### src/cfb_pkg.sv
`timescale 1ns / 1ps
package cfb_pkg;

    localparam int unsigned BYTE_W = 8;
    localparam int unsigned CFG_ADDR_W = 3;

    localparam logic [CFG_ADDR_W-1:0] CFG_UPPER_LIMIT = 3'd0;
    localparam logic [CFG_ADDR_W-1:0] CFG_MIDDLE_LIMIT = 3'd1;
    localparam logic [CFG_ADDR_W-1:0] CFG_UPPER_DOSE = 3'd2;
    localparam logic [CFG_ADDR_W-1:0] CFG_MIDDLE_DOSE = 3'd3;
    localparam logic [CFG_ADDR_W-1:0] CFG_FALLBACK_TGT = 3'd4;

    localparam logic [BYTE_W-1:0] RST_UPPER_LIMIT = 8'd140;
    localparam logic [BYTE_W-1:0] RST_MIDDLE_LIMIT = 8'd120;
    localparam logic [BYTE_W-1:0] RST_UPPER_DOSE = 8'd20;
    localparam logic [BYTE_W-1:0] RST_MIDDLE_DOSE = 8'd10;
    localparam logic [BYTE_W-1:0] RST_FALLBACK_TGT = 8'd10;

    localparam logic [BYTE_W-1:0] CMD_INJECT = 8'h01;
    localparam logic [BYTE_W-1:0] CRC_POLY = 8'h07;
    localparam logic [BYTE_W-1:0] SEAL_XOR = 8'hAA;
    localparam logic [BYTE_W-1:0] SEAL_ADD = 8'h55;

    localparam logic REQ_FORWARD = 1'b0;
    localparam logic REQ_FALLBACK = 1'b1;

    localparam int unsigned POS_W = 3;
    localparam logic [POS_W-1:0] POS_CMD = 3'd0;
    localparam logic [POS_W-1:0] POS_TARGET = 3'd1;
    localparam logic [POS_W-1:0] POS_DOSE = 3'd2;
    localparam logic [POS_W-1:0] POS_SEQ = 3'd3;
    localparam logic [POS_W-1:0] POS_SEAL = 3'd4;
    localparam logic [POS_W-1:0] POS_CRC = 3'd5;

    typedef struct packed {
        logic [BYTE_W-1:0] target;
        logic [BYTE_W-1:0] dose;
        logic [BYTE_W-1:0] seq;
        logic [BYTE_W-1:0] seal;
    } t_frame;

    function automatic logic [BYTE_W-1:0] crc8_byte(
        input logic [BYTE_W-1:0] crc,
        input logic [BYTE_W-1:0] data
    );
        logic [BYTE_W-1:0] acc;
        acc = crc ^ data;
        for (int b = 0; b < BYTE_W; b++) begin
            if (acc[BYTE_W-1]) begin
                acc = {acc[BYTE_W-2:0], 1'b0} ^ CRC_POLY;
            end else begin
                acc = {acc[BYTE_W-2:0], 1'b0};
            end
        end
        return acc;
    endfunction

endpackage

### src/cfb_front.sv
`timescale 1ns / 1ps
module cfb_front (
    input  logic                                 i_clk,
    input  logic                                 i_rst_n,
    input  logic                                 i_accept,
    input  logic                                 i_req_type,
    input  logic [cfb_pkg::BYTE_W-1:0]           i_target_id,
    input  logic [cfb_pkg::BYTE_W-1:0]           i_dose_value,
    input  logic [cfb_pkg::BYTE_W-1:0]           i_seal_value,
    input  logic [cfb_pkg::BYTE_W-1:0]           i_pulse_rate,
    input  logic                                 i_cfg_we,
    input  logic [cfb_pkg::CFG_ADDR_W-1:0]       i_cfg_addr,
    input  logic [cfb_pkg::BYTE_W-1:0]           i_cfg_wdata,
    output cfb_pkg::t_frame                      o_frame
);

    logic [cfb_pkg::BYTE_W-1:0] r_upper_limit;
    logic [cfb_pkg::BYTE_W-1:0] r_middle_limit;
    logic [cfb_pkg::BYTE_W-1:0] r_upper_dose;
    logic [cfb_pkg::BYTE_W-1:0] r_middle_dose;
    logic [cfb_pkg::BYTE_W-1:0] r_fallback_tgt;
    logic [cfb_pkg::BYTE_W-1:0] r_seq;
    logic [cfb_pkg::BYTE_W-1:0] n_seq;
    logic [cfb_pkg::BYTE_W-1:0] fb_dose;

    assign n_seq = r_seq + 8'd1;

    always_ff @(posedge i_clk) begin
        if (!i_rst_n) begin
            r_upper_limit <= cfb_pkg::RST_UPPER_LIMIT;
            r_middle_limit <= cfb_pkg::RST_MIDDLE_LIMIT;
            r_upper_dose <= cfb_pkg::RST_UPPER_DOSE;
            r_middle_dose <= cfb_pkg::RST_MIDDLE_DOSE;
            r_fallback_tgt <= cfb_pkg::RST_FALLBACK_TGT;
            r_seq <= '0;
        end else begin
            if (i_cfg_we) begin
                case (i_cfg_addr)
                    cfb_pkg::CFG_UPPER_LIMIT: r_upper_limit <= i_cfg_wdata;
                    cfb_pkg::CFG_MIDDLE_LIMIT: r_middle_limit <= i_cfg_wdata;
                    cfb_pkg::CFG_UPPER_DOSE: r_upper_dose <= i_cfg_wdata;
                    cfb_pkg::CFG_MIDDLE_DOSE: r_middle_dose <= i_cfg_wdata;
                    cfb_pkg::CFG_FALLBACK_TGT: r_fallback_tgt <= i_cfg_wdata;
                    default: begin
                    end
                endcase
            end
            if (i_accept) begin
                r_seq <= n_seq;
            end
        end
    end

    // The upper limit is tested first, so it wins when the limits are out of order.
    always_comb begin
        if (i_pulse_rate > r_upper_limit) begin
            fb_dose = r_upper_dose;
        end else if (i_pulse_rate > r_middle_limit) begin
            fb_dose = r_middle_dose;
        end else begin
            fb_dose = '0;
        end
    end

    always_comb begin
        o_frame.seq = n_seq;
        if (i_req_type == cfb_pkg::REQ_FALLBACK) begin
            o_frame.target = r_fallback_tgt;
            o_frame.dose = fb_dose;
            o_frame.seal = (fb_dose ^ cfb_pkg::SEAL_XOR) + cfb_pkg::SEAL_ADD;
        end else begin
            o_frame.target = i_target_id;
            o_frame.dose = i_dose_value;
            o_frame.seal = i_seal_value;
        end
    end

`ifndef NO_ASSERTIONS
    a_seq_step: assert property (@(posedge i_clk) disable iff (!i_rst_n)
        i_accept && !i_cfg_we |=> r_seq == $past(r_seq) + 8'd1)
        else $error("sequence count did not advance on an accepted item");
`endif

endmodule

### src/cfb_queue.sv
`timescale 1ns / 1ps
module cfb_queue #(
    parameter int unsigned DEPTH = 2
) (
    input  logic            i_clk,
    input  logic            i_rst_n,
    input  logic            i_wr,
    input  cfb_pkg::t_frame i_wdata,
    output logic            o_full,
    input  logic            i_rd,
    output logic            o_empty,
    output cfb_pkg::t_frame o_rdata
);

    localparam int unsigned PTR_W = (DEPTH > 1) ? $clog2(DEPTH) : 1;
    localparam int unsigned CNT_W = $clog2(DEPTH + 1);
    localparam logic [PTR_W-1:0] LAST_PTR = PTR_W'(DEPTH - 1);
    localparam logic [CNT_W-1:0] FULL_CNT = CNT_W'(DEPTH);

    cfb_pkg::t_frame r_mem [DEPTH];
    logic [PTR_W-1:0] r_wr_ptr;
    logic [PTR_W-1:0] r_rd_ptr;
    logic [CNT_W-1:0] r_count;
    logic             do_wr;
    logic             do_rd;

    assign o_full = (r_count == FULL_CNT);
    assign o_empty = (r_count == '0);
    assign do_wr = i_wr && !o_full;
    assign do_rd = i_rd && !o_empty;
    assign o_rdata = r_mem[r_rd_ptr];

    always_ff @(posedge i_clk) begin
        if (do_wr) begin
            r_mem[r_wr_ptr] <= i_wdata;
        end
    end

    always_ff @(posedge i_clk) begin
        if (!i_rst_n) begin
            r_wr_ptr <= '0;
            r_rd_ptr <= '0;
            r_count <= '0;
        end else begin
            if (do_wr) begin
                r_wr_ptr <= (r_wr_ptr == LAST_PTR) ? '0 : r_wr_ptr + 1'b1;
            end
            if (do_rd) begin
                r_rd_ptr <= (r_rd_ptr == LAST_PTR) ? '0 : r_rd_ptr + 1'b1;
            end
            if (do_wr && !do_rd) begin
                r_count <= r_count + 1'b1;
            end else if (do_rd && !do_wr) begin
                r_count <= r_count - 1'b1;
            end
        end
    end

`ifndef NO_ASSERTIONS
    a_count_range: assert property (@(posedge i_clk) disable iff (!i_rst_n)
        r_count <= FULL_CNT)
        else $error("queue count beyond depth");
    a_ptr_match: assert property (@(posedge i_clk) disable iff (!i_rst_n)
        (r_count == '0 || r_count == FULL_CNT) |-> r_wr_ptr == r_rd_ptr)
        else $error("queue pointers disagree with count");
`endif

endmodule

### src/cfb_back.sv
`timescale 1ns / 1ps
module cfb_back (
    input  logic                       i_clk,
    input  logic                       i_rst_n,
    input  logic                       i_q_empty,
    input  cfb_pkg::t_frame            i_q_frame,
    output logic                       o_q_rd,
    output logic                       o_empty,
    input  logic                       i_pop,
    output logic [cfb_pkg::BYTE_W-1:0] o_tx_byte,
    output logic                       o_last_byte
);

    cfb_pkg::t_frame                r_frame;
    logic                           r_busy;
    logic [cfb_pkg::POS_W-1:0]      r_pos;
    logic [cfb_pkg::BYTE_W-1:0]     r_crc;
    logic                           r_out_valid;
    logic [cfb_pkg::BYTE_W-1:0]     r_out_byte;
    logic                           r_out_last;
    logic                           out_ready;
    logic                           at_crc;
    logic                           take;
    logic [cfb_pkg::BYTE_W-1:0]     cur_byte;

    assign out_ready = !r_out_valid || i_pop;
    assign at_crc = (r_pos == cfb_pkg::POS_CRC);
    assign take = (!r_busy || (out_ready && at_crc)) && !i_q_empty;
    assign o_q_rd = take;

    always_comb begin
        case (r_pos)
            cfb_pkg::POS_CMD: cur_byte = cfb_pkg::CMD_INJECT;
            cfb_pkg::POS_TARGET: cur_byte = r_frame.target;
            cfb_pkg::POS_DOSE: cur_byte = r_frame.dose;
            cfb_pkg::POS_SEQ: cur_byte = r_frame.seq;
            cfb_pkg::POS_SEAL: cur_byte = r_frame.seal;
            default: cur_byte = r_crc;
        endcase
    end

    always_ff @(posedge i_clk) begin
        if (take) begin
            r_frame <= i_q_frame;
        end
        if (out_ready) begin
            r_out_byte <= cur_byte;
            r_out_last <= at_crc;
        end
    end

    always_ff @(posedge i_clk) begin
        if (!i_rst_n) begin
            r_busy <= 1'b0;
            r_pos <= cfb_pkg::POS_CMD;
            r_crc <= '0;
            r_out_valid <= 1'b0;
        end else begin
            if (out_ready) begin
                r_out_valid <= r_busy;
            end
            if (take) begin
                r_busy <= 1'b1;
                r_pos <= cfb_pkg::POS_CMD;
                r_crc <= '0;
            end else if (r_busy && out_ready) begin
                if (at_crc) begin
                    r_busy <= 1'b0;
                    r_pos <= cfb_pkg::POS_CMD;
                end else begin
                    r_pos <= r_pos + 1'b1;
                    r_crc <= cfb_pkg::crc8_byte(r_crc, cur_byte);
                end
            end
        end
    end

    assign o_empty = !r_out_valid;
    assign o_tx_byte = r_out_byte;
    assign o_last_byte = r_out_last;

`ifndef NO_ASSERTIONS
    a_idle_pos: assert property (@(posedge i_clk) disable iff (!i_rst_n)
        !r_busy |-> r_pos == cfb_pkg::POS_CMD)
        else $error("idle serializer away from first byte");
    a_last_from_crc: assert property (@(posedge i_clk) disable iff (!i_rst_n)
        r_busy && out_ready && at_crc |=> r_out_valid && r_out_last)
        else $error("CRC byte not marked last");
    a_first_after_take: assert property (@(posedge i_clk) disable iff (!i_rst_n)
        take |=> r_busy && r_pos == cfb_pkg::POS_CMD && r_crc == '0)
        else $error("new frame did not start cleanly");
`endif

endmodule

### src/command_frame_builder_crc8.sv
`timescale 1ns / 1ps
// Channel   Handshake               Payload
// input     push / full             i_req_type, i_target_id, i_dose_value,
//                                   i_seal_value, i_pulse_rate
// result    empty / pop             o_tx_byte, o_last_byte
// config    i_cfg_we                i_cfg_addr, i_cfg_wdata
//
// Each item yields six result items, one per cycle from the byte serializer
// while pop keeps up with them, so the sustained rate is set by that serializer.
// A result passes through the queue, the serializer frame register and the output register.
// The front classifies an item in the cycle it is accepted and queues it,
// so input and result sides stall independently until the queue fills.
// Reset is synchronous and active low; it clears the queue, the serializer and
// the sequence count and returns the configuration registers to their defaults.
module command_frame_builder_crc8 #(
    parameter int unsigned QUEUE_DEPTH = 2
) (
    input  logic                               i_clk,
    input  logic                               i_rst_n,
    input  logic                               push,
    output logic                               full,
    input  logic                               i_req_type,
    input  logic [cfb_pkg::BYTE_W-1:0]         i_target_id,
    input  logic [cfb_pkg::BYTE_W-1:0]         i_dose_value,
    input  logic [cfb_pkg::BYTE_W-1:0]         i_seal_value,
    input  logic [cfb_pkg::BYTE_W-1:0]         i_pulse_rate,
    output logic                               empty,
    input  logic                               pop,
    output logic [cfb_pkg::BYTE_W-1:0]         o_tx_byte,
    output logic                               o_last_byte,
    input  logic                               i_cfg_we,
    input  logic [cfb_pkg::CFG_ADDR_W-1:0]     i_cfg_addr,
    input  logic [cfb_pkg::BYTE_W-1:0]         i_cfg_wdata
);

    cfb_pkg::t_frame front_frame;
    cfb_pkg::t_frame q_frame;
    logic            accept;
    logic            q_full;
    logic            q_empty;
    logic            q_rd;

    assign accept = push && !q_full;
    assign full = q_full;

    cfb_front u_front (
        .i_clk        (i_clk),
        .i_rst_n      (i_rst_n),
        .i_accept     (accept),
        .i_req_type   (i_req_type),
        .i_target_id  (i_target_id),
        .i_dose_value (i_dose_value),
        .i_seal_value (i_seal_value),
        .i_pulse_rate (i_pulse_rate),
        .i_cfg_we     (i_cfg_we),
        .i_cfg_addr   (i_cfg_addr),
        .i_cfg_wdata  (i_cfg_wdata),
        .o_frame      (front_frame)
    );

    cfb_queue #(
        .DEPTH (QUEUE_DEPTH)
    ) u_queue (
        .i_clk   (i_clk),
        .i_rst_n (i_rst_n),
        .i_wr    (accept),
        .i_wdata (front_frame),
        .o_full  (q_full),
        .i_rd    (q_rd),
        .o_empty (q_empty),
        .o_rdata (q_frame)
    );

    cfb_back u_back (
        .i_clk       (i_clk),
        .i_rst_n     (i_rst_n),
        .i_q_empty   (q_empty),
        .i_q_frame   (q_frame),
        .o_q_rd      (q_rd),
        .o_empty     (empty),
        .i_pop       (pop),
        .o_tx_byte   (o_tx_byte),
        .o_last_byte (o_last_byte)
    );

endmodule
### config.mk
export PLATFORM = sky130hd
export DESIGN_NAME = command_frame_builder_crc8
export DESIGN_NICKNAME = d
export VERILOG_FILES = /design/src/cfb_pkg.sv /design/src/cfb_front.sv /design/src/cfb_queue.sv /design/src/cfb_back.sv /design/src/command_frame_builder_crc8.sv
export SDC_FILE = /design/constraint.sdc
export NUM_CORES = 1
export LEC_CHECK = 0
export ABC_CLOCK_PERIOD_IN_PS = 5010
export BUFFER_PORTS_ARGS = -buffer_cell sky130_fd_sc_hd__buf_4
export CORE_UTILIZATION = 40
export CTS_CLUSTER_DIAMETER = 60
export DETAILED_ROUTE_END_ITERATION = 10
export GPL_ROUTABILITY_DRIVEN = 0
export PLACE_DENSITY = 0.68
export SLEW_MARGIN = 20
export SYNTH_ARGS = -nofsm -noshare
export SYNTH_HDL_FRONTEND = slang
export SYNTH_HIERARCHICAL = 1
export SYNTH_SLANG_ARGS = --single-unit
### constraint.sdc
create_clock -name i_clk -period 5.01 [get_ports i_clk]
set_clock_uncertainty 0.05 [all_clocks]
set_input_delay 0.2505 -clock i_clk [delete_from_list [all_inputs] [get_ports i_clk]]
set_output_delay 0.2505 -clock i_clk [all_outputs]
set_load 0.02 [all_outputs]
==> qor.tcl, run 1 <==
set qor(htree_num_levels) 4
set qor(crit_arrival_ns) 4.06
set qor(dp.cells) 1016
set qor(finalNetCount) 839
set qor(clkSinkCount) 171
set qor(fp.dieArea_um2) 20500
set qor(synth.top_cell.area_share) 0.395
set qor(kind_of_start_point_of_the_critical_path) {flip-flop}
set qor(yosysWarnings) 6
set qor(detailed_place.area_um2) 8650
set qor(crit_fanout) 17
set qor(finalCritPeriodShare) 0.786
set qor(cts_tree) {done}
set qor(detailedRoute.firstIterationViolations) 405
set qor(number_of_placed_i_o_pins) 60
set qor(outcome) {complete, no violations}
set qor(worst-setup-path-type) {reg2reg}
set qor(synthXorXnorAreaFrac) 0.0330
set qor(cp_slowest_stage_delay_ns) 0.45
set qor(final_max_slew_viol_count) 0
set qor(synth_compound_area_frac) 0.125
set qor(dpl.hpwl_um) 11300
set qor(count_of_vias_placed_by_the_detailed_router) 5407
set qor(grt_setup_unrepaired) {false}
set qor(final_antenna_net_count) 0
set qor(floorplan.initialDensity) 0.408
set qor(setup_tns_ns) 0
set qor(slew_headroom) 0.410
set qor(drt-met1-wl_um) 7460
set qor(clk_buf_depth) 2
set qor(grt_start_max_net_pins) 58
set qor(crit_chain) {inv_1, ha_1, nand4_1, or2_1, a22o_1, nor2_1, a22oi_1, ha_1, a311oi_1, o21ai_0, a222oi_1, mux2i_1, nand2_1}
set qor(timing.final.hold_violations) 0
set qor(dieHeight_um) 143
set qor(detailroute.wirelength.met3_um) 914
set qor(antenna_found_initial) 0
set qor(antenna_cells_inserted) 0
set qor(synth_top_cells_by_count) {sky130_fd_sc_hd__edfxtp_1, sky130_fd_sc_hd__nand2_1, sky130_fd_sc_hd__dfxtp_1}
set qor(drcViolationCount) 0
set qor(layout.cell_area.non_filler_um2) 9260
set qor(vias_per_cell) 5.16
set qor(worst_hold_path_type) {in2reg}
set qor(report.power.total_uw) 4480
set qor(yosys-mux-area-fraction) 0.0741
set qor(cts_buffers) 17
set qor(hold_buffers) 0
set qor(grt_util_all_layers) 0.170
set qor(p_leak_uw) 0.00348
set qor(first_global_vias) 5135
set qor(grt_overflow) 0
set qor(max_slew.worst_pin.slew_ns) 0.881
set qor(nature_of_the_critical_path_endpoint) {flip-flop}
set qor(ys_seq_area_frac) 0.561
set qor(synth_top_flop_cell) {sky130_fd_sc_hd__edfxtp_1}
set qor(combinational_family_with_the_most_area_after_synthesis) {simple AND/OR/NAND/NOR gates}
set qor(area.growth.synth_to_final_pct) 16.1
set qor(timing.critical_path.buf_inv) 1
set qor(avgSynthCellArea_um2) 11.1
set qor(detail_routed_net_length_per_standard_cell_um) 15.6
set qor(most_repeated_cell_in_the_gate_level_netlist_after_synthesis) {sky130_fd_sc_hd__edfxtp_1}
set qor(post_cts_resize_count) 0
set qor(min_period_ns) 3.94
set qor(final_layout_size_suffix_gt1_frac) 0.184
set qor(yosys.area_share.adder) 0.0326
set qor(placement_rows) 51
set qor(place.port_buffers) 59
set qor(netlist_instances) 719
set qor(synth.cell_area_um2) 7970
set qor(required_ns) 5.13
set qor(synthDistinctLibCells) 63
set qor(setup_viols_final) 0
set qor(met2WireLength_um) 7700
set qor(core-area_um2) 19500
set qor(postCtsSetupRepairBufs) 0
set qor(post_synth_edffs) 105
set qor(slowest_stage) {sky130_fd_sc_hd__a222oi_1}
set qor(synth-seq-cells) 171
set qor(drt_wl_total_um) 16400
set qor(clkSlewWorstSetupHoldPaths_ns) 0.06
set qor(drtPass1Iterations) 5
set qor(timing.critical_path.max_delay_family) {compound AO/OA/AOI/OAI gates}
set qor(critical-path-top-cell-by-count) {sky130_fd_sc_hd__ha_1}
set qor(worstSkewPairLatency_ns) 0.42
set qor(chipWidth_um) 143
set qor(p_per_area_nw_per_um2) 484
set qor(syn_nets) 788
set qor(max_clock_freq_ghz) 0.254
set qor(synth_area_leaders) {sky130_fd_sc_hd__edfxtp_1, sky130_fd_sc_hd__dfxtp_1, sky130_fd_sc_hd__mux2_2}
set qor(drv.max_cap_violation_count) 0
set qor(asyncSetResetFlopFracSynth) 0
set qor(power.ir.vdd_worst_v) 0.000249
set qor(wire_length_of_the_first_global_routing_pass_um) 26100
set qor(post_synth_and_or_nand_nor_area_fraction) 0.139
set qor(highest-signal-layer) {met4}
set qor(yosys.area.top_type) {sky130_fd_sc_hd__edfxtp_1}
set qor(non_filler_instance_count_after_layout) 1048
set qor(cts.root.buffer_cell) {sky130_fd_sc_hd__clkbuf_16}
metrics by stage:
step	util	setup WS [ns]	hold WS [ns]
after floorplan	-	1.08	0.318
after CTS	0.474	1.11	0.0462
after global routing	0.474	0.772	0.0484
final	0.474	1.07	0.0718
after detailed placement	0.443	1.12	0.405
after global placement	0.443	1.28	0.402
layout make-up:
cell class / count / area [µm²]
clock inverter: 13 / 165
inverter: 33 / 124
clock buffer: 19 / 443
multi-input combinational: 483 / 3240
fill: 1832 / 10300
timing repair buffer: 64 / 480
sequential: 171 / 4470
tap: 265 / 332
cells in the final DEF (no fill, tap or decap), types with 17 or more instances in the layout:
cell	count
sky130_fd_sc_hd__nand2_1	98
sky130_fd_sc_hd__mux2_2	39
sky130_fd_sc_hd__inv_1	30
sky130_fd_sc_hd__nor2_1	59
sky130_fd_sc_hd__clkbuf_16	17
sky130_fd_sc_hd__xnor2_1	22
sky130_fd_sc_hd__edfxtp_1	105
sky130_fd_sc_hd__a21boi_0	31
sky130_fd_sc_hd__buf_4	64
sky130_fd_sc_hd__dfxtp_1	66
sky130_fd_sc_hd__a21oi_1	20
sky130_fd_sc_hd__ha_1	20
state kept, by name, indices dropped and copies added, names as in the netlist, 2 cells and up, named ones only:
name and cells:
u_front/r_middle_dose 8, u_back/o_tx_byte 8, u_queue/r_mem 64, u_front/r_upper_dose 8, u_back/r_crc 8, u_front/r_fallback_tgt 8, u_back/r_frame 32, u_front/r_middle_limit 8
u_back/r_pos 3, u_queue/r_count 2, u_front/r_seq 8, u_front/r_upper_limit 8
metal layers:
layer,up-vias,global-route usage
met2,120,0.280
met5,-,0
li1,2710,-
met1,2555,0.209
met4,0,0.0640
met3,22,0.0533
path summary, 6_finish.rpt:
kind,startpoint,endpoint,slack [ns],depth (start not counted)
max,u_front/r_upper_limit[7],u_queue/r_mem[1][6],1.07,13
min,i_cfg_wdata[4],u_front/r_upper_dose[4],0.07,3
max reg2reg,u_front/r_upper_limit[7],u_queue/r_mem[1][6],1.07,13
min reg2reg,u_front/r_fallback_tgt[0],u_front/r_fallback_tgt[0],0.41,2
kinds of logic after synthesis:
| group | count (synthesis) |
|---|---|
| flip-flops | 171 |
| AND/OR/NAND/NOR | 237 |
| AO/OA/AOI/OAI | 142 |
| multiplexers | 53 |
| buffers and inverters | 65 |
| adder cells (fa/ha/maj) | 21 |
| XOR/XNOR | 30 |
report_power, final:
part           internal, µW  total, µW  switching, µW
clock network           802       1340            534
logic                   482       1130            652
registers              1880       2010            133
tightest hold or removal path, cell delays in order:
cell and delay [ns]:
sky130_fd_sc_hd__buf_4 0.14, sky130_fd_sc_hd__nand2_1 0.06, sky130_fd_sc_hd__nand3_1 0.07
No activity file was read; power rests on OpenSTA's default activity.
==> run 2, diff against run 1 <==
--- a/config.mk
+++ b/config.mk
@@ -5,13 +5,13 @@
 export SDC_FILE = /design/constraint.sdc
 export NUM_CORES = 1
 export LEC_CHECK = 0
-export ABC_CLOCK_PERIOD_IN_PS = 5010
+export ABC_CLOCK_PERIOD_IN_PS = 3400
 export BUFFER_PORTS_ARGS = -buffer_cell sky130_fd_sc_hd__buf_4
 export CORE_UTILIZATION = 40
 export CTS_CLUSTER_DIAMETER = 60
 export DETAILED_ROUTE_END_ITERATION = 10
 export GPL_ROUTABILITY_DRIVEN = 0
-export PLACE_DENSITY = 0.68
+export PLACE_DENSITY = 0.7
 export SLEW_MARGIN = 20
 export SYNTH_ARGS = -nofsm -noshare
 export SYNTH_HDL_FRONTEND = slang
==> constraint.sdc (replaced) <==
create_clock -name i_clk -period 3.4 [get_ports i_clk]
set_clock_uncertainty 0.05 [all_clocks]
set_input_delay 0.17 -clock i_clk [delete_from_list [all_inputs] [get_ports i_clk]]
set_output_delay 0.17 -clock i_clk [all_outputs]
set_load 0.02 [all_outputs]
==> qor.tcl, run 2 (synthesis gave the netlist of run 1 again) <==
set qor(cell_internal_pwr_uw) 4750 ;# was 3160 µW
set qor(largest_registers) {u_queue/r_mem: 64 flops, u_back/r_frame: 32 flops} ;# unchanged
set qor(drv.max_cap_violation_count) 0 ;# unchanged
set qor(cts.root.buffer_cell) {sky130_fd_sc_hd__clkbuf_16} ;# unchanged
set qor(wire_length_of_the_first_global_routing_pass_um) 26200 ;# was 26,100 µm
set qor(worst-setup-path-type) {reg2reg} ;# unchanged
set qor(antenna_found_initial) 0 ;# unchanged
set qor(power.ir.vdd_worst_v) 0.000423 ;# was 0.000249 V
set qor(drt-met1-wl_um) 7200 ;# was 7460 µm
set qor(reg_to_reg_start) {u_front/r_upper_limit[5]} ;# was u_front/r_upper_limit[7]
set qor(clkSlewWorstSetupHoldPaths_ns) 0.06 ;# about the same
set qor(met2WireLength_um) 7950 ;# was 7700 µm
set qor(commonest_cells_after_routing_fill_and_taps_aside) {sky130_fd_sc_hd__edfxtp_1, sky130_fd_sc_hd__nand2_1, sky130_fd_sc_hd__buf_4, sky130_fd_sc_hd__dfxtp_1, sky130_fd_sc_hd__nor2_1} ;# was sky130_fd_sc_hd__edfxtp_1, sky130_fd_sc_hd__nand2_1, sky130_fd_sc_hd__dfxtp_1, sky130_fd_sc_hd__buf_4, sky130_fd_sc_hd__nor2_1
set qor(worst_r2r_path_depth) 12 ;# was 13
set qor(final_max_slew_viol_count) 0 ;# unchanged
set qor(grt_util_all_layers) 0.170 ;# about the same
set qor(drcViolationCount) 0 ;# unchanged
set qor(crit-reg2reg-capture) {u_queue/r_mem[1][6]} ;# unchanged
set qor(sequentialPowerShare) 0.441 ;# was 0.449
set qor(antenna_cells_inserted) 0 ;# unchanged
set qor(setup_viols_final) 0 ;# unchanged
set qor(min_period_ns) 3.26 ;# was 3.94 ns
set qor(core-area_um2) 19500 ;# unchanged
set qor(htree_num_levels) 4 ;# unchanged
set qor(setup.worst_path.start) {u_front/r_upper_limit[5]} ;# was u_front/r_upper_limit[7]
set qor(seqCellArea_um2) 4480 ;# was 4470 µm²
set qor(crit_arrival_ns) 3.39 ;# was 4.06 ns
set qor(grt_overflow) 0 ;# unchanged
set qor(fillerInstances) 1792 ;# was 1,832
set qor(setup_tns_ns) 0 ;# unchanged
set qor(number_of_placed_i_o_pins) 60 ;# unchanged
set qor(post-route-worst-setup-slack_ns) 0.140 ;# was 1.07 ns
set qor(clkSinkCount) 171 ;# unchanged
set qor(highest-signal-layer) {met4} ;# unchanged
set qor(placement_rows) 51 ;# unchanged
set qor(multi_input_comb_area_um2) 3290 ;# was 3240 µm²
set qor(slew_headroom) 0.499 ;# was 0.410
set qor(fp.dieArea_um2) 20500 ;# unchanged
set qor(detail_routed_net_length_per_standard_cell_um) 15.2 ;# was 15.6 µm
set qor(first_global_vias) 5301 ;# was 5,135
set qor(cts_tree) {done} ;# unchanged
set qor(drtPass1Iterations) 4 ;# was 5
set qor(finalCritPeriodShare) 0.959 ;# was 0.786
set qor(max_slew.worst_pin.slew_ns) 0.749 ;# was 0.881 ns
set qor(detailroute.wirelength.met3_um) 812 ;# was 914 µm
set qor(crit_fanout) 4 ;# was 17
set qor(dpl.hpwl_um) 11300 ;# about the same
set qor(worstSkewPairLatency_ns) 0.44 ;# was 0.42 ns
set qor(worst_hold_path_type) {in2reg} ;# unchanged
set qor(nature_of_the_critical_path_endpoint) {flip-flop} ;# unchanged
set qor(outcome) {complete, no violations} ;# unchanged
set qor(largest_register_ffs) 64 ;# unchanged
set qor(clk_buf_depth) 2 ;# unchanged
set qor(place.port_buffers) 59 ;# unchanged
set qor(chipWidth_um) 143 ;# unchanged
set qor(vias_per_cell) 5.08 ;# was 5.16
set qor(required_ns) 3.53 ;# was 5.13 ns
set qor(largest_register) {u_queue/r_mem} ;# unchanged
set qor(sw_frac_of_total) 0.291 ;# was 0.294
set qor(most_common_cell_after_layout_fill_and_taps_aside) {sky130_fd_sc_hd__edfxtp_1} ;# unchanged
set qor(comb_power_share) 0.259 ;# was 0.253
set qor(ff2ff_setup_slack_ns) 0.14 ;# was 1.07 ns
set qor(final.hold.worst_slack_ns) 0.0161 ;# was 0.0718 ns
set qor(timing.final.hold_violations) 0 ;# unchanged
set qor(drt_wl_total_um) 16300 ;# was 16,400 µm
set qor(final_antenna_net_count) 0 ;# unchanged
set qor(max_clock_freq_ghz) 0.307 ;# was 0.254 GHz
set qor(dp_slack_ns) -0.0211 ;# was 1.12 ns
set qor(netSwitchingPower_uw) 1950 ;# was 1320 µW
set qor(p_leak_uw) 0.00361 ;# was 0.00348 µW
set qor(pwr-share-clk) 0.300 ;# was 0.298
set qor(kind_of_start_point_of_the_critical_path) {flip-flop} ;# unchanged
set qor(p_per_area_nw_per_um2) 700 ;# was 484 nW/µm²
set qor(final_layout_size_suffix_gt1_frac) 0.202 ;# was 0.184
set qor(dieHeight_um) 143 ;# unchanged
set qor(floorplan.initialDensity) 0.408 ;# unchanged
set qor(count_of_vias_placed_by_the_detailed_router) 5475 ;# was 5,407
set qor(area.growth.synth_to_final_pct) 20.0 ;# was 16.1%
set qor(finalNetCount) 868 ;# was 839
set qor(detailedRoute.firstIterationViolations) 333 ;# was 405
set qor(cp_endpoint) {u_queue/r_mem[1][6]} ;# unchanged
set qor(cts_buffers) 17 ;# unchanged
set qor(grt_start_max_net_pins) 58 ;# unchanged
==> run 2: power by group through the flow <==
| stage | clock [µW] | sequential [µW] | combinational (µW) |
|---|---|---|---|
| after floorplan | 0 | 2980 | 1230 |
| after global placement | 0 | 2990 | 1690 |
| after detailed placement | 0 | 3000 | 1720 |
| final | 2010 | 2960 | 1730 |
| after global routing | 2130 | 3000 | 1920 |
| after CTS | 2060 | 2960 | 1740 |
==> run 2: cell type report <==
class                   count  share of cell area
repair buffers             93              0.0772
clock buffers              21              0.0460
inverters                  33              0.0129
multi-input cells         483               0.344
well taps                 265              0.0347
flip-flops and latches    171               0.468
clock inverters            11              0.0177
==> run 2: what timing repair did <==
action                                  4_1_cts  5_1_grt
hold endpoints to repair                     56        0
hold buffers                                 16        0
pin swaps                                     1        7
endpoints found under the setup margin        2        2
setup buffers                                 0        2
gates resized for setup                       1       11
==> run 2: per-stage QoR <==
step / instances / total power, µW / cell area, µm² / util
floorplan: 719 / 4210 / 7980 / -
global route: 1077 / 7050 / 9570 / 0.490
finish: 1077 / 6700 / 9570 / 0.490
global placement: 1027 / 4680 / 8740 / 0.447
CTS: 1075 / 6760 / 9510 / 0.487
detailed placement: 1027 / 4710 / 8740 / 0.447
==> run 2: worst max-delay path, stage by stage, from the launching register on <==
cell                       delay [ns]
sky130_fd_sc_hd__dfxtp_1         0.32
sky130_fd_sc_hd__inv_1           0.04
sky130_fd_sc_hd__ha_1            0.30
sky130_fd_sc_hd__nand4_1         0.15
sky130_fd_sc_hd__or2_1           0.27
sky130_fd_sc_hd__a22o_1          0.28
sky130_fd_sc_hd__a22o_1          0.25
sky130_fd_sc_hd__ha_2            0.19
sky130_fd_sc_hd__a311oi_2        0.29
sky130_fd_sc_hd__o21ai_2         0.12
sky130_fd_sc_hd__a222oi_1        0.42
sky130_fd_sc_hd__mux2i_1         0.23
sky130_fd_sc_hd__nand2_1         0.08
==> run 2: how the worst min path moves through the flow <==
stage | from | cells past startpoint | slack [ns] | endpoint
5_1_grt | i_target_id[4] | 2 | 0.0007 | u_queue/r_mem[1][28]
6_report | i_target_id[0] | 2 | 0.02 | u_queue/r_mem[0][24]
4_1_cts | i_target_id[4] | 2 | 0.001 | u_queue/r_mem[0][28]
3_5_place_dp | u_front/r_fallback_tgt[0] | 2 | 0.41 | u_front/r_fallback_tgt[0]
2_1_floorplan | i_rst_n | 1 | 0.24 | u_queue/r_wr_ptr
3_3_place_gp | u_front/r_fallback_tgt[1] | 2 | 0.40 | u_front/r_fallback_tgt[1]
==> run 2: per-layer routing <==
metal / vias up / GRT usage
met2: 128 / 0.284
met3: 23 / 0.0429
met1: 2553 / 0.206
li1: 2771 / -
met5: - / 0
met4: 0 / 0.0781
==> run 3, diff against run 2 <==
--- a/config.mk
+++ b/config.mk
@@ -15,5 +15,4 @@
 export SLEW_MARGIN = 20
 export SYNTH_ARGS = -nofsm -noshare
 export SYNTH_HDL_FRONTEND = slang
-export SYNTH_HIERARCHICAL = 1
 export SYNTH_SLANG_ARGS = --single-unit
==> qor.tcl, run 3 <==
set qor(power.ir.vdd_worst_v) 0.000391 ;# was 0.000423 V
set qor(crit-reg2reg-capture) {u_queue.r_mem[1][6]} ;# was u_queue/r_mem[1][6]
set qor(max_clock_freq_ghz) 0.319 ;# was 0.307 GHz
set qor(required_ns) 3.50 ;# was 3.53 ns
set qor(worst_hold_path_type) {in2reg} ;# unchanged
set qor(antenna_found_initial) 0 ;# unchanged
set qor(commonest_cells_after_routing_fill_and_taps_aside) {sky130_fd_sc_hd__edfxtp_1, sky130_fd_sc_hd__nand2_1, sky130_fd_sc_hd__buf_4, sky130_fd_sc_hd__dfxtp_1, sky130_fd_sc_hd__nor2_1} ;# unchanged
set qor(crit_arrival_ns) 3.23 ;# was 3.39 ns
set qor(finalCritPeriodShare) 0.921 ;# was 0.959
set qor(placement_rows) 50 ;# was 51
set qor(min_period_ns) 3.13 ;# was 3.26 ns
set qor(clkSinkCount) 170 ;# was 171
set qor(fp.dieArea_um2) 19900 ;# was 20,500 µm²
set qor(worst_r2r_path_depth) 13 ;# was 12
set qor(nature_of_the_critical_path_endpoint) {flip-flop} ;# unchanged
set qor(cts_tree) {done} ;# unchanged
set qor(worst-setup-path-type) {reg2reg} ;# unchanged
set qor(grt_util_all_layers) 0.170 ;# about the same
set qor(cts_buffers) 17 ;# unchanged
set qor(report.power.total_uw) 6340 ;# was 6700 µW
set qor(vias_per_cell) 5.10 ;# was 5.08
set qor(setup.worst_path.start) {u_front.r_upper_limit[2]} ;# was u_front/r_upper_limit[5]
set qor(clkSlewWorstSetupHoldPaths_ns) 0.06 ;# about the same
set qor(worstSkewPairLatency_ns) 0.42 ;# was 0.44 ns
set qor(netlist_instances) 683 ;# was 719
set qor(synth_area_leaders) {sky130_fd_sc_hd__edfxtp_1, sky130_fd_sc_hd__dfxtp_1, sky130_fd_sc_hd__mux2_2} ;# unchanged
set qor(most_common_cell_after_layout_fill_and_taps_aside) {sky130_fd_sc_hd__edfxtp_1} ;# unchanged
set qor(ys_seq_area_frac) 0.575 ;# was 0.561
set qor(wire_length_of_the_first_global_routing_pass_um) 25900 ;# was 26,200 µm
set qor(setup_viols_final) 0 ;# unchanged
set qor(kind_of_start_point_of_the_critical_path) {flip-flop} ;# unchanged
set qor(slew_headroom) 0.462 ;# was 0.499
set qor(most_repeated_cell_in_the_gate_level_netlist_after_synthesis) {sky130_fd_sc_hd__edfxtp_1} ;# unchanged
set qor(reg_to_reg_start) {u_front.r_upper_limit[2]} ;# was u_front/r_upper_limit[5]
set qor(drv.max_cap_violation_count) 0 ;# unchanged
set qor(drtPass1Iterations) 4 ;# unchanged
set qor(synthDistinctLibCells) 52 ;# was 63
set qor(dp.cells) 989 ;# was 1,027
set qor(drt_wl_total_um) 15800 ;# was 16,300 µm
set qor(postCtsSetupRepairBufs) 0 ;# unchanged
set qor(drcViolationCount) 0 ;# unchanged
set qor(place.port_buffers) 59 ;# unchanged
set qor(timing.final.hold_violations) 0 ;# unchanged
set qor(grt_setup_unrepaired) {false}
set qor(area.growth.synth_to_final_pct) 18.5 ;# was 20.0%
set qor(fillerInstances) 1696 ;# was 1,792
set qor(floorplan.initialDensity) 0.411 ;# was 0.408
set qor(chipWidth_um) 141 ;# was 143 µm
set qor(core-area_um2) 18800 ;# was 19,500 µm²
set qor(detailed_place.area_um2) 8510 ;# was 8740 µm²
set qor(antenna_cells_inserted) 0 ;# unchanged
set qor(layout.cell_area.non_filler_um2) 9180 ;# was 9570 µm²
set qor(post_synth_edffs) 105 ;# unchanged
set qor(asyncSetResetFlopFracSynth) 0 ;# unchanged
set qor(final_max_slew_viol_count) 0 ;# unchanged
set qor(p_leak_uw) 0.00349 ;# was 0.00361 µW
set qor(final_layout_size_suffix_gt1_frac) 0.201 ;# was 0.202
set qor(dieHeight_um) 141 ;# was 143 µm
set qor(final_antenna_net_count) 0 ;# unchanged
set qor(detail_routed_net_length_per_standard_cell_um) 15.4 ;# was 15.2 µm
set qor(number_of_placed_i_o_pins) 60 ;# unchanged
set qor(syn_nets) 752 ;# was 788
set qor(max_slew.worst_pin.slew_ns) 0.803 ;# was 0.749 ns
set qor(synth_top_flop_cell) {sky130_fd_sc_hd__edfxtp_1} ;# unchanged
set qor(crit_fanout) 7 ;# was 4
set qor(cp_endpoint) {u_queue.r_mem[1][6]} ;# was u_queue/r_mem[1][6]
set qor(largest_register_ffs) 64 ;# unchanged
set qor(yosys.area.top_type) {sky130_fd_sc_hd__edfxtp_1} ;# unchanged
set qor(cts.root.buffer_cell) {sky130_fd_sc_hd__clkbuf_16} ;# unchanged
set qor(detailedRoute.firstIterationViolations) 274 ;# was 333
set qor(setup_tns_ns) 0 ;# unchanged
set qor(count_of_vias_placed_by_the_detailed_router) 5251 ;# was 5,475
set qor(finalNetCount) 826 ;# was 868
set qor(synth-seq-cells) 170 ;# was 171
set qor(avgSynthCellArea_um2) 11.3 ;# was 11.1 µm²
set qor(first_global_vias) 5232 ;# was 5,301
set qor(synth.cell_area_um2) 7740 ;# was 7970 µm²
set qor(non_filler_instance_count_after_layout) 1030 ;# was 1,077
set qor(synth.top_cell.area_share) 0.407 ;# was 0.395
set qor(largest_register) {u_queue.r_mem} ;# was u_queue/r_mem
set qor(clk_buf_depth) 2 ;# unchanged
set qor(outcome) {complete, no violations} ;# unchanged
set qor(ff2ff_setup_slack_ns) 0.27 ;# was 0.14 ns
set qor(htree_num_levels) 4 ;# unchanged
set qor(grt_start_max_net_pins) 57 ;# was 58
set qor(yosysWarnings) 0 ;# was 6
set qor(synth_top_cells_by_count) {sky130_fd_sc_hd__edfxtp_1, sky130_fd_sc_hd__nand2_1, sky130_fd_sc_hd__dfxtp_1} ;# unchanged
set qor(grt_overflow) 0 ;# unchanged
set qor(largest_registers) {u_queue.r_mem: 64 flops, u_back.r_frame: 32 flops} ;# was u_queue/r_mem: 64 flops, u_back/r_frame: 32 flops
set qor(p_per_area_nw_per_um2) 691 ;# was 700 nW/µm²
set qor(dpl.hpwl_um) 11200 ;# was 11,300 µm
-- run 3: cell families (layout without fill, tap and decap cells) --
kind of cell               Yosys count  count (layout)  share of synthesized area
AOI/OAI and AO/OA                  133             133                      0.118
xor gates and xnor gates            38              38                     0.0448
adders and majority gates           21              21                     0.0336
buffers and inverters               56             143                     0.0276
DFF                                170             170                      0.575
muxes                               50              50                     0.0726
and+or+nand+nor                    215             215                      0.128
-- run 3: report_power, final --
part / switching, µW / internal (µW) / leakage (µW)
sequential: 149 / 2690 / 0.00154
clock: 744 / 1100 / 0.000285
combinational: 912 / 745 / 0.00167
total: 1800 / 4540 / 0.00349
-- run 3: cell type report --
cell class | instances | area (µm²) | share of cell area
tap | 260 | 325 | 0.0355
timing repair buffer | 82 | 638 | 0.0695
sequential | 170 | 4450 | 0.485
clock buffer | 26 | 503 | 0.0548
clock inverter | 6 | 61.3 | 0.00668
multi-input combinational | 457 | 3080 | 0.336
inverter | 29 | 109 | 0.0119
-- run 3: worst min-delay path by stage --
stage	start	end	slack, ns	cells past startpoint
2_1_floorplan	i_cfg_wdata[1]	u_front.r_fallback_tgt[1]	0.24	2
3_3_place_gp	i_cfg_wdata[2]	u_front.r_upper_dose[2]	0.39	3
3_5_place_dp	i_cfg_wdata[2]	u_front.r_upper_dose[2]	0.40	3
4_1_cts	i_target_id[6]	u_queue.r_mem[0][30]	0.007	2
5_1_grt	i_target_id[6]	u_queue.r_mem[1][30]	0.003	2
6_report	i_seal_value[3]	u_queue.r_mem[1][3]	0.03	2
-- run 3: per-layer routing --
metal | vias to the layer above | routed length (µm) | global-route usage
met5 | - | 0 | 0
met4 | 0 | 339 | 0.0646
met3 | 21 | 887 | 0.0431
met2 | 131 | 7630 | 0.285
met1 | 2492 | 6960 | 0.210
li1 | 2607 | - | -
-- run 3: worst max-delay path, stage by stage (launching register included) --
cell,delay [ns]
sky130_fd_sc_hd__dfxtp_1,0.31
sky130_fd_sc_hd__inv_1,0.05
sky130_fd_sc_hd__ha_1,0.30
sky130_fd_sc_hd__and4b_1,0.21
sky130_fd_sc_hd__a211oi_1,0.28
sky130_fd_sc_hd__o21a_2,0.23
sky130_fd_sc_hd__nor2_1,0.13
sky130_fd_sc_hd__a22oi_1,0.26
sky130_fd_sc_hd__ha_1,0.23
sky130_fd_sc_hd__a31oi_1,0.06
sky130_fd_sc_hd__a221oi_2,0.32
sky130_fd_sc_hd__o21ai_0,0.15
sky130_fd_sc_hd__xnor2_1,0.17
sky130_fd_sc_hd__a21oi_1,0.10
-- run 3: what timing repair did --
| item | in CTS | in global routing |
|---|---|---|
| endpoints found under the hold margin | 27 | 0 |
| gates resized for setup | 0 | 3 |
| hold buffers | 9 | 0 |
| endpoints found under the setup margin | 0 | 4 |
-- run 3: metrics by stage --
stage,hold WS [ns],setup WS [ns],utilization
finish,0.0274,0.269,0.487
global route,0.00329,0.00890,0.487
CTS,0.00707,0.113,0.487
detailed placement,0.396,0.118,0.452
global placement,0.390,0.229,0.452
floorplan,0.244,0.469,-
